### config.mk
export PLATFORM = sky130hd
export DESIGN_NAME = target_health_table
export DESIGN_NICKNAME = d
export VERILOG_FILES = /design/src/rtl/tht_pkg.sv /design/src/rtl/tht_front.sv /design/src/rtl/tht_back.sv /design/src/rtl/target_health_table.sv
export SDC_FILE = /design/constraint.sdc
export NUM_CORES = 2
export LEC_CHECK = 0
export BUFFER_PORTS_ARGS = -buffer_cell sky130_fd_sc_hd__clkbuf_2
export CAP_MARGIN = 20
export CORE_ASPECT_RATIO = 2
export CORE_MARGIN = 2
export CORE_UTILIZATION = 45
export DETAILED_ROUTE_END_ITERATION = 7
export MAX_ROUTING_LAYER = met4
export SYNTH_ARGS = -nofsm -noshare
export SYNTH_HDL_FRONTEND = slang
export SYNTH_HIERARCHICAL = 1
export SYNTH_MEMORY_MAX_BITS = 65536
export SYNTH_SLANG_ARGS = --single-unit
### constraint.sdc
create_clock -name clk -period 32.3 [get_ports clk]
set_input_delay 3.23 -clock clk [delete_from_list [all_inputs] [get_ports clk]]
set_output_delay 3.23 -clock clk [all_outputs]
set_load 0.02 [all_outputs]
### src/rtl/tht_pkg.sv
// Shared types, request codes and sizes for the target health table.
package tht_pkg;

  localparam int TABLE_ENTRIES = 16;
  localparam int IDX_W = $clog2(TABLE_ENTRIES);
  localparam int CNT_W = $clog2(TABLE_ENTRIES + 1);
  localparam int EXP_W = 34;
  localparam int META_W = 25;

  localparam logic [2:0] REQ_BLACKLIST = 3'd0;
  localparam logic [2:0] REQ_QUERY = 3'd1;
  localparam logic [2:0] REQ_SUCCESS = 3'd2;
  localparam logic [2:0] REQ_PROBE = 3'd3;
  localparam logic [2:0] REQ_UNTESTED = 3'd4;
  localparam logic [2:0] REQ_CLEAR = 3'd5;

  localparam logic [1:0] ST_WHITE = 2'd0;
  localparam logic [1:0] ST_GRAY_IDLE = 2'd1;
  localparam logic [1:0] ST_GRAY_PROBING = 2'd2;
  localparam logic [1:0] ST_BLACK = 2'd3;

  typedef struct packed {
    logic [2:0]  req_type;
    logic [63:0] addr_hi;
    logic [63:0] addr_lo;
    logic        addr_family;
    logic [15:0] port_number;
    logic [7:0]  transport_proto;
    logic [31:0] now_seconds;
    logic [15:0] blacklist_seconds;
    logic [15:0] graylist_seconds;
    logic [7:0]  prober_id;
  } req_t;

  typedef struct packed {
    logic [1:0] host_status;
    logic       entry_found;
    logic       table_full;
  } rsp_t;

  // Classified request as passed from the front to the back.
  typedef struct packed {
    logic [2:0]        op;
    logic [63:0]       hi;
    logic [63:0]       lo;
    logic [META_W-1:0] meta;
    logic [31:0]       now;
    logic [EXP_W-1:0]  black_exp;
    logic [EXP_W-1:0]  gray_exp;
    logic [7:0]        who;
  } cmd_t;

endpackage

### src/rtl/tht_front.sv
// Front end: accepts requests, builds the normalized key and expiries, queues them.
module tht_front (
  input  logic           clk,
  input  logic           rst,
  input  tht_pkg::req_t  req,
  input  logic           valid,
  output logic           stall,
  output tht_pkg::cmd_t  cmd,
  output logic           cmd_valid,
  input  logic           cmd_take
);
  import tht_pkg::*;

  cmd_t q [2];
  logic [1:0] cnt;
  logic rd_ptr, wr_ptr;
  cmd_t c;
  logic push, pop;

  // Normalize the key: IPv4 keeps only the low 32 address bits.
  always_comb begin
    c.op = req.req_type;
    c.hi = req.addr_family ? req.addr_hi : 64'd0;
    c.lo = req.addr_family ? req.addr_lo : {32'd0, req.addr_lo[31:0]};
    c.meta = {req.addr_family, req.port_number, req.transport_proto};
    c.now = req.now_seconds;
    c.black_exp = {2'b00, req.now_seconds} + {18'd0, req.blacklist_seconds};
    c.gray_exp = {2'b00, req.now_seconds} + {18'd0, req.blacklist_seconds}
               + {18'd0, req.graylist_seconds};
    c.who = req.prober_id;
  end

  assign stall = (cnt == 2'd2);
  assign push = valid && !stall;
  assign pop = cmd_valid && cmd_take;
  assign cmd_valid = (cnt != 2'd0);
  assign cmd = q[rd_ptr];

  // Two-entry queue toward the back end.
  always_ff @(posedge clk) begin
    if (rst) begin
      cnt <= 2'd0;
      rd_ptr <= 1'b0;
      wr_ptr <= 1'b0;
    end else begin
      if (push) begin
        q[wr_ptr] <= c;
        wr_ptr <= ~wr_ptr;
      end
      if (pop) rd_ptr <= ~rd_ptr;
      cnt <= cnt + {1'b0, push} - {1'b0, pop};
    end
  end
endmodule

### src/rtl/tht_back.sv
// Back end: scans the table one entry a cycle, then applies the request.
module tht_back (
  input  logic           clk,
  input  logic           rst,
  input  tht_pkg::cmd_t  cmd,
  input  logic           cmd_valid,
  output logic           cmd_take,
  output tht_pkg::rsp_t  rsp,
  output logic           rsp_valid,
  input  logic           rsp_stall
);
  import tht_pkg::*;

  typedef enum logic [1:0] {IDLE, SCAN, APPLY} state_t;

  state_t state;
  logic [TABLE_ENTRIES-1:0] entry_valid;
  logic [63:0]        key_hi [TABLE_ENTRIES];
  logic [63:0]        key_lo [TABLE_ENTRIES];
  logic [META_W-1:0]  key_meta [TABLE_ENTRIES];
  logic [EXP_W-1:0]   black_expiry [TABLE_ENTRIES];
  logic [EXP_W-1:0]   gray_expiry [TABLE_ENTRIES];
  logic [TABLE_ENTRIES-1:0] probing_flag;
  logic [7:0]         prober_owner [TABLE_ENTRIES];

  cmd_t cur;
  logic [CNT_W-1:0] scan;
  logic hit, free_seen;
  logic [IDX_W-1:0] hit_idx, free_idx;
  logic match;
  logic [IDX_W-1:0] s;
  logic [1:0] st;
  rsp_t rsp_next;

  assign cmd_take = (state == IDLE) && cmd_valid && !(rsp_valid && rsp_stall);

  // Compare the entry under the scan pointer with the request key.
  always_comb begin
    match = entry_valid[scan[IDX_W-1:0]] && key_hi[scan[IDX_W-1:0]] == cur.hi
         && key_lo[scan[IDX_W-1:0]] == cur.lo && key_meta[scan[IDX_W-1:0]] == cur.meta;
  end

  // Health of the hit entry at the request time.
  always_comb begin
    if ({2'b00, cur.now} < black_expiry[hit_idx]) st = ST_BLACK;
    else if ({2'b00, cur.now} < gray_expiry[hit_idx])
      st = probing_flag[hit_idx] ? ST_GRAY_PROBING : ST_GRAY_IDLE;
    else st = ST_WHITE;
    s = hit ? hit_idx : free_idx;
  end

  // Response for the request once the scan is done.
  always_comb begin
    rsp_next = '0;
    case (cur.op)
      REQ_BLACKLIST: begin
        rsp_next.entry_found = hit;
        rsp_next.table_full = !hit && !free_seen;
      end
      REQ_QUERY: begin
        rsp_next.entry_found = hit;
        if (hit) rsp_next.host_status = st;
      end
      REQ_SUCCESS: rsp_next.entry_found = hit;
      REQ_PROBE: rsp_next.entry_found = hit;
      REQ_UNTESTED: rsp_next.entry_found = hit;
      default: ;
    endcase
  end

  always_ff @(posedge clk) begin
    if (rst) begin
      state <= IDLE;
      entry_valid <= '0;
      rsp_valid <= 1'b0;
    end else begin
      if (rsp_valid && !rsp_stall) rsp_valid <= 1'b0;
      unique case (state)
        IDLE: begin
          if (cmd_take) begin
            cur <= cmd;
            scan <= '0;
            hit <= 1'b0;
            free_seen <= 1'b0;
            state <= SCAN;
          end
        end
        SCAN: begin
          if (match && !hit) begin
            hit <= 1'b1;
            hit_idx <= scan[IDX_W-1:0];
          end
          if (!entry_valid[scan[IDX_W-1:0]] && !free_seen) begin
            free_seen <= 1'b1;
            free_idx <= scan[IDX_W-1:0];
          end
          if (scan == CNT_W'(TABLE_ENTRIES - 1)) state <= APPLY;
          else scan <= scan + 1'b1;
        end
        APPLY: begin
          rsp <= rsp_next;
          rsp_valid <= 1'b1;
          state <= IDLE;
          case (cur.op)
            REQ_CLEAR: entry_valid <= '0;
            REQ_BLACKLIST: begin
              if (hit || free_seen) begin
                entry_valid[s] <= 1'b1;
                key_hi[s] <= cur.hi;
                key_lo[s] <= cur.lo;
                key_meta[s] <= cur.meta;
                black_expiry[s] <= cur.black_exp;
                gray_expiry[s] <= cur.gray_exp;
                probing_flag[s] <= 1'b0;
                prober_owner[s] <= 8'd0;
              end
            end
            REQ_QUERY: begin
              if (hit && st == ST_WHITE) entry_valid[hit_idx] <= 1'b0;
            end
            REQ_SUCCESS: begin
              if (hit && st != ST_BLACK) begin
                probing_flag[hit_idx] <= 1'b0;
                black_expiry[hit_idx] <= '0;
                gray_expiry[hit_idx] <= '0;
              end
            end
            REQ_PROBE: begin
              if (hit && st == ST_GRAY_IDLE) begin
                probing_flag[hit_idx] <= 1'b1;
                prober_owner[hit_idx] <= cur.who;
              end
            end
            REQ_UNTESTED: begin
              if (hit && st == ST_GRAY_PROBING && prober_owner[hit_idx] == cur.who)
                probing_flag[hit_idx] <= 1'b0;
            end
            default: ;
          endcase
        end
        default: state <= IDLE;
      endcase
    end
  end
endmodule

### src/rtl/target_health_table.sv
// Top level of the target health table: request queue front end and table back end.
// Each request passes through the back end in order: it is taken from the queue,
// a sequential scan of every entry looks for the key and a free slot, and then the
// entry is updated and the result registered. The back end takes a new request only
// once it is idle again and no result is held by an output stall. A two-deep request
// queue and the result register let the requester and the consumer stall
// independently; one result per request, in order.
module target_health_table (
  input  logic           clk,
  input  logic           rst,
  input  tht_pkg::req_t  req,
  input  logic           req_valid,
  output logic           req_stall,
  output tht_pkg::rsp_t  rsp,
  output logic           rsp_valid,
  input  logic           rsp_stall
);
  import tht_pkg::*;

  cmd_t cmd;
  logic cmd_valid, cmd_take;

  tht_front u_front (
    .clk, .rst, .req, .valid(req_valid), .stall(req_stall),
    .cmd, .cmd_valid, .cmd_take
  );

  tht_back u_back (
    .clk, .rst, .cmd, .cmd_valid, .cmd_take,
    .rsp, .rsp_valid, .rsp_stall
  );
endmodule
==> summary.md <==
The arrival time at the worst endpoint was 10.28 ns. Flip-flop cell with the highest count after synthesis: sky130_fd_sc_hd__edfxtp_1. The tools report the standby leakage power as 63.6 nW. Counting along the longest clock path gives a buffer depth of 4. Post-CTS repair changed the size of 0 cells. In the final routed layout, each cell accounts on average for 35.2 um.

Grouping stages by cell kind, the critical path spends the most delay in buffers and inverters. The relative area change from synthesis to final layout is 12.3%. After synthesis, the share of cell area in mux cells is 15.0%. For this run, design rule violations remaining after detail routing come to 0. The design draws 15.8 mW. The initial antenna violation count was 29. The number of cells in the design after placement is 14000, and the fraction of final layout cells with drive strength greater than 1 is 25.9%.

The tools report the number of vias in the routed layout as 88500. The type of destination of the critical path is a register. Once detail routing completed, the nets flagged for antenna violations numbered 0. In the final timing run, aggregate negative setup slack is 0 ns. The via count normalized by instance count was 6.00. The tools report the final-report hold violation count as 0. The number of global-route vias before repair is 92100, and the count of nets after finishing is 9471.

The die span in y came out at 894 um. The power density relative to cell area was 79.0 mW/mm^2. IR analysis of the VDD net gives a maximum drop of 0.0608 mV. The number of buffers inserted by port buffering is 237, and the maximum number of pins on one net before global-route repair is 136. The final cycle utilization of the critical path came out at 30.2%. For the pin with the worst max-slew slack, the measured transition is 1.30 ns. The H-tree generated during clock tree synthesis spans 5 levels. The tools report the total die area as 0.401 mm^2. The clock insertion delay at the later pin of the skew report is 0.98 ns, and the half-perimeter wire length of the detailed placement result is 327000 um. By instance count, the cell type seen most on the critical path is sky130_fd_sc_hd__buf_4. The tools report the top-level I/O count as 238. In this run, synthesis inferred 4489 flip-flops with an integrated enable.

The XOR/XNOR share of the synthesized area works out to 0.939%. The largest individual stage delay along the critical path comes from the cell sky130_fd_sc_hd__buf_4. The critical path is of the register to register type. The tools report the number of distinct standard cells referenced by the synthesized netlist as 109. The logs give 14700 for the final non-filler cell total and 326 for the placement row count. The clock tree root buffer cell was sky130_fd_sc_hd__clkbuf_16. Static timing analysis puts the maximum clock frequency at 103 MHz. The logs give 0.524 ns for the worst hold slack across all endpoints and 0.0701 ns for the worst-case clock skew. Summing the areas of all and, or, nand and nor instances in the mapped netlist gives 2.79% of the synthesized area. Across every metal layer, demand over resource in global routing totals 26.4%. The post-synthesis register bit count is 4521, and the summed instance area of the synthesized netlist is 0.178 mm^2. The post-CTS setup buffer count is 0.

The synthesized netlist devotes 0.711% of its cell area to adder and majority cells. The flow ran to the end, and the final reports show no timing, DRC or antenna violations. The number of slew-limit violations in the final report is 0. After clock tree synthesis, the flow added hold-fix buffers numbering 0. Walking the worst path, the cells encountered are buf_12 -> buf_12 -> buf_4 -> mux4_2 -> mux4_2 -> inv_1 -> ha_1 -> a21o_1 -> a21oi_1 -> o21ai_0 -> a21oi_1 -> o311ai_2 -> buf_6 -> nand3_1 -> nor4_4 -> buf_4 -> nor2b_4 -> nor2_4 -> buf_4 -> buf_4. For this configuration, the core starts out at a cell density of 45.2%. The tools report the critical path data required time as 32.84 ns.

Sequential elements use 76.1% of the synthesized area. The synthesized netlist devotes 2.87% of its cell area to compound gates. Routability-driven placement finished with a final weighted congestion of 0.989.

The cell count after synthesis was 8576; the share of synthesized registers carrying an async set or reset was 0%. In this design, the stage delay of the slowest critical-path cell is 0.81 ns. Total CTS buffers: 401.

Together, buffers and inverters on the worst path number 8. The first global-routing pass estimated 720000 um of wire. Setup repair after global routing left no endpoint under its margin.

The path class of the tightest hold or removal check is register to register. The largest fanout of any net on the critical path was 116; the global-route congestion overflow total was 0. A synthesized cell averages 20.8 um^2. For this run, the number of Yosys warnings is 6. Number of maximum-capacitance violations: 0. The routed design could run at a clock period as short as 9.74 ns. The detailed router finished its first iteration with 8769 violations. The die outline width works out to 449 um. TritonCTS built the clock tree. The largest family of logic cells by synthesized area is multiplexers.

The region available for standard cell placement spans 0.394 mm^2. For the first-pass iteration count of the detailed router, the log shows 6. For this run, the share of the core covered by cells in the final layout is 50.7%. STA classifies the critical path startpoint as a register.

The run gives 0 as the count of endpoints failing setup in the final report. Counting every sink on the clock net gives 4521. The clock transition time at the flip-flop clock pins of the worst setup and hold paths came out at 0.07 ns. The final layout contains routed wiring with a total length of 518000 um. The worst pin sits at a relative slew slack of 13.4%.
area by class of cell:
class	instances	area, um^2
antenna	23	57.6
timing repair buffer	554	3830
clock buffer	487	10500
multi-input combinational	3510	40100
tap	5248	6570
inverter	151	578
clock inverter	243	2810
sequential	4521	135000
fill	31600	194000
where the power goes:
group	total (mW)	internal, mW	switching, mW	leakage (nW)
logic	3.83	1.30	2.53	16.5
registers	7.03	6.83	0.202	40.7
clock network	4.93	2.77	2.16	6.44
stage by stage:
step	cell area, um^2	setup slack, ns
after floorplan	178000	2.30
after global placement	186000	21.95
final	200000	22.56
after detailed placement	186000	22.49
after global routing	200000	22.06
after CTS	200000	22.39
path summary, 6_finish.rpt:
kind,end,cells after the start,slack (ns),from
max,u_back/black_expiry[9][25],20,22.56,register
max reg2reg,u_back/black_expiry[9][25],20,22.56,register
min reg2reg,u_front/rd_ptr,2,0.52,u_front/rd_ptr
min,u_front/rd_ptr,2,0.52,u_front/rd_ptr
worst register-to-register path, cell delays in order (launching register included):
cell and delay, ns:
sky130_fd_sc_hd__dfxtp_4 0.80, sky130_fd_sc_hd__buf_12 0.57, sky130_fd_sc_hd__buf_12 0.93, sky130_fd_sc_hd__buf_4 1.00
sky130_fd_sc_hd__mux4_2 0.68, sky130_fd_sc_hd__mux4_2 0.47, sky130_fd_sc_hd__inv_1 0.07, sky130_fd_sc_hd__ha_1 0.14
sky130_fd_sc_hd__a21o_1 0.12, sky130_fd_sc_hd__a21oi_1 0.08, sky130_fd_sc_hd__o21ai_0 0.65, sky130_fd_sc_hd__a21oi_1 0.25
sky130_fd_sc_hd__o311ai_2 0.15, sky130_fd_sc_hd__buf_6 0.21, sky130_fd_sc_hd__nand3_1 0.22, sky130_fd_sc_hd__nor4_4 0.32
sky130_fd_sc_hd__buf_4 0.51, sky130_fd_sc_hd__nor2b_4 0.32, sky130_fd_sc_hd__nor2_4 0.38, sky130_fd_sc_hd__buf_4 0.54
sky130_fd_sc_hd__buf_4 0.85
sequential cells by signal, indices dropped and copies added, names as in the netlist, 5 cells and up, named ones only:
| signal | flops |
|---|---|
| u_back/black_expiry | 544 |
| u_back/entry_valid | 16 |
| u_back/probing_flag | 16 |
| u_back/key_hi | 1024 |
| u_back/key_meta | 400 |
| u_back/key_lo | 1024 |
| u_back/cur | 264 |
| u_back/scan | 5 |
| u_front/q | 526 |
| u_back/prober_owner | 128 |
| u_back/gray_expiry | 544 |
cell families after synthesis:
logic type	after synthesis
xor gates and xnor gates	190
other	1
buffers and inverters	547
DFF	4521
adders and majority gates	100
muxes	1512
and+or+nand+nor	974
AOI/OAI and AO/OA	731
per-layer routing:
metal	track usage [%]	part of all wire, %	vias to the layer above
li1	-	-	36400
met4	16.3	7.5	0
met2	47.4	54	3359
met1	27.7	33	47600
met5	-	0	-
met3	2.67	4.7	1036
cell usage in the layout (no fill, tap or decap), types with 18 or more instances in the layout:
master | synthesis | final
sky130_fd_sc_hd__nor4_1 | 23 | 19
sky130_fd_sc_hd__a22oi_1 | 101 | 101
sky130_fd_sc_hd__edfxtp_1 | 4489 | 4489
sky130_fd_sc_hd__nand3_1 | 48 | 48
sky130_fd_sc_hd__and2_1 | 120 | 120
sky130_fd_sc_hd__nand4_1 | 47 | 47
sky130_fd_sc_hd__dfxtp_1 | 32 | 23
sky130_fd_sc_hd__o22ai_1 | 60 | 60
sky130_fd_sc_hd__clkbuf_16 | 0 | 407
sky130_fd_sc_hd__mux4_2 | 879 | 879
sky130_fd_sc_hd__inv_1 | 147 | 146
sky130_fd_sc_hd__nand2_1 | 263 | 263
sky130_fd_sc_hd__xor2_1 | 58 | 58
sky130_fd_sc_hd__buf_12 | 3 | 20
sky130_fd_sc_hd__a211oi_1 | 29 | 29
sky130_fd_sc_hd__clkbuf_1 | 145 | 80
sky130_fd_sc_hd__bufinv_16 | 0 | 56
sky130_fd_sc_hd__nor2b_1 | 102 | 97
sky130_fd_sc_hd__a221oi_1 | 21 | 20
sky130_fd_sc_hd__diode_2 | 0 | 23
sky130_fd_sc_hd__nor2_1 | 188 | 156
sky130_fd_sc_hd__mux2_2 | 332 | 332
sky130_fd_sc_hd__a21o_1 | 40 | 40
sky130_fd_sc_hd__a22o_1 | 19 | 19
sky130_fd_sc_hd__a21oi_1 | 160 | 159
sky130_fd_sc_hd__a31oi_1 | 34 | 34
sky130_fd_sc_hd__clkinv_1 | 1 | 77
sky130_fd_sc_hd__clkinvlp_4 | 0 | 20
sky130_fd_sc_hd__ha_1 | 98 | 98
sky130_fd_sc_hd__nand2b_1 | 28 | 28
sky130_fd_sc_hd__o21ai_0 | 77 | 75
sky130_fd_sc_hd__clkinv_2 | 0 | 64
sky130_fd_sc_hd__buf_4 | 52 | 288
sky130_fd_sc_hd__xnor2_1 | 131 | 131
sky130_fd_sc_hd__nor3_1 | 69 | 68
sky130_fd_sc_hd__o22a_1 | 18 | 18
sky130_fd_sc_hd__mux2i_1 | 290 | 287
sky130_fd_sc_hd__nor2_4 | 0 | 33
sky130_fd_sc_hd__clkbuf_2 | 0 | 236
cells in the mapped netlist (69+ instances only):
library cell,count,share of area [%]
sky130_fd_sc_hd__nor2b_1,102,0.36
sky130_fd_sc_hd__xnor2_1,131,0.64
sky130_fd_sc_hd__mux4_2,879,11
sky130_fd_sc_hd__a22oi_1,101,0.43
sky130_fd_sc_hd__mux2i_1,290,1.6
sky130_fd_sc_hd__nor3_1,69,0.19
sky130_fd_sc_hd__and2_1,120,0.42
sky130_fd_sc_hd__nand2_1,263,0.55
sky130_fd_sc_hd__clkbuf_1,145,0.31
sky130_fd_sc_hd__a21oi_1,160,0.45
sky130_fd_sc_hd__ha_1,98,0.69
sky130_fd_sc_hd__inv_1,147,0.31
sky130_fd_sc_hd__edfxtp_1,4489,76
sky130_fd_sc_hd__mux2_2,332,2.1
sky130_fd_sc_hd__buf_2,105,0.30
sky130_fd_sc_hd__nor2_1,188,0.40
sky130_fd_sc_hd__o21ai_0,77,0.22
(Power assumes the default switching activity.)
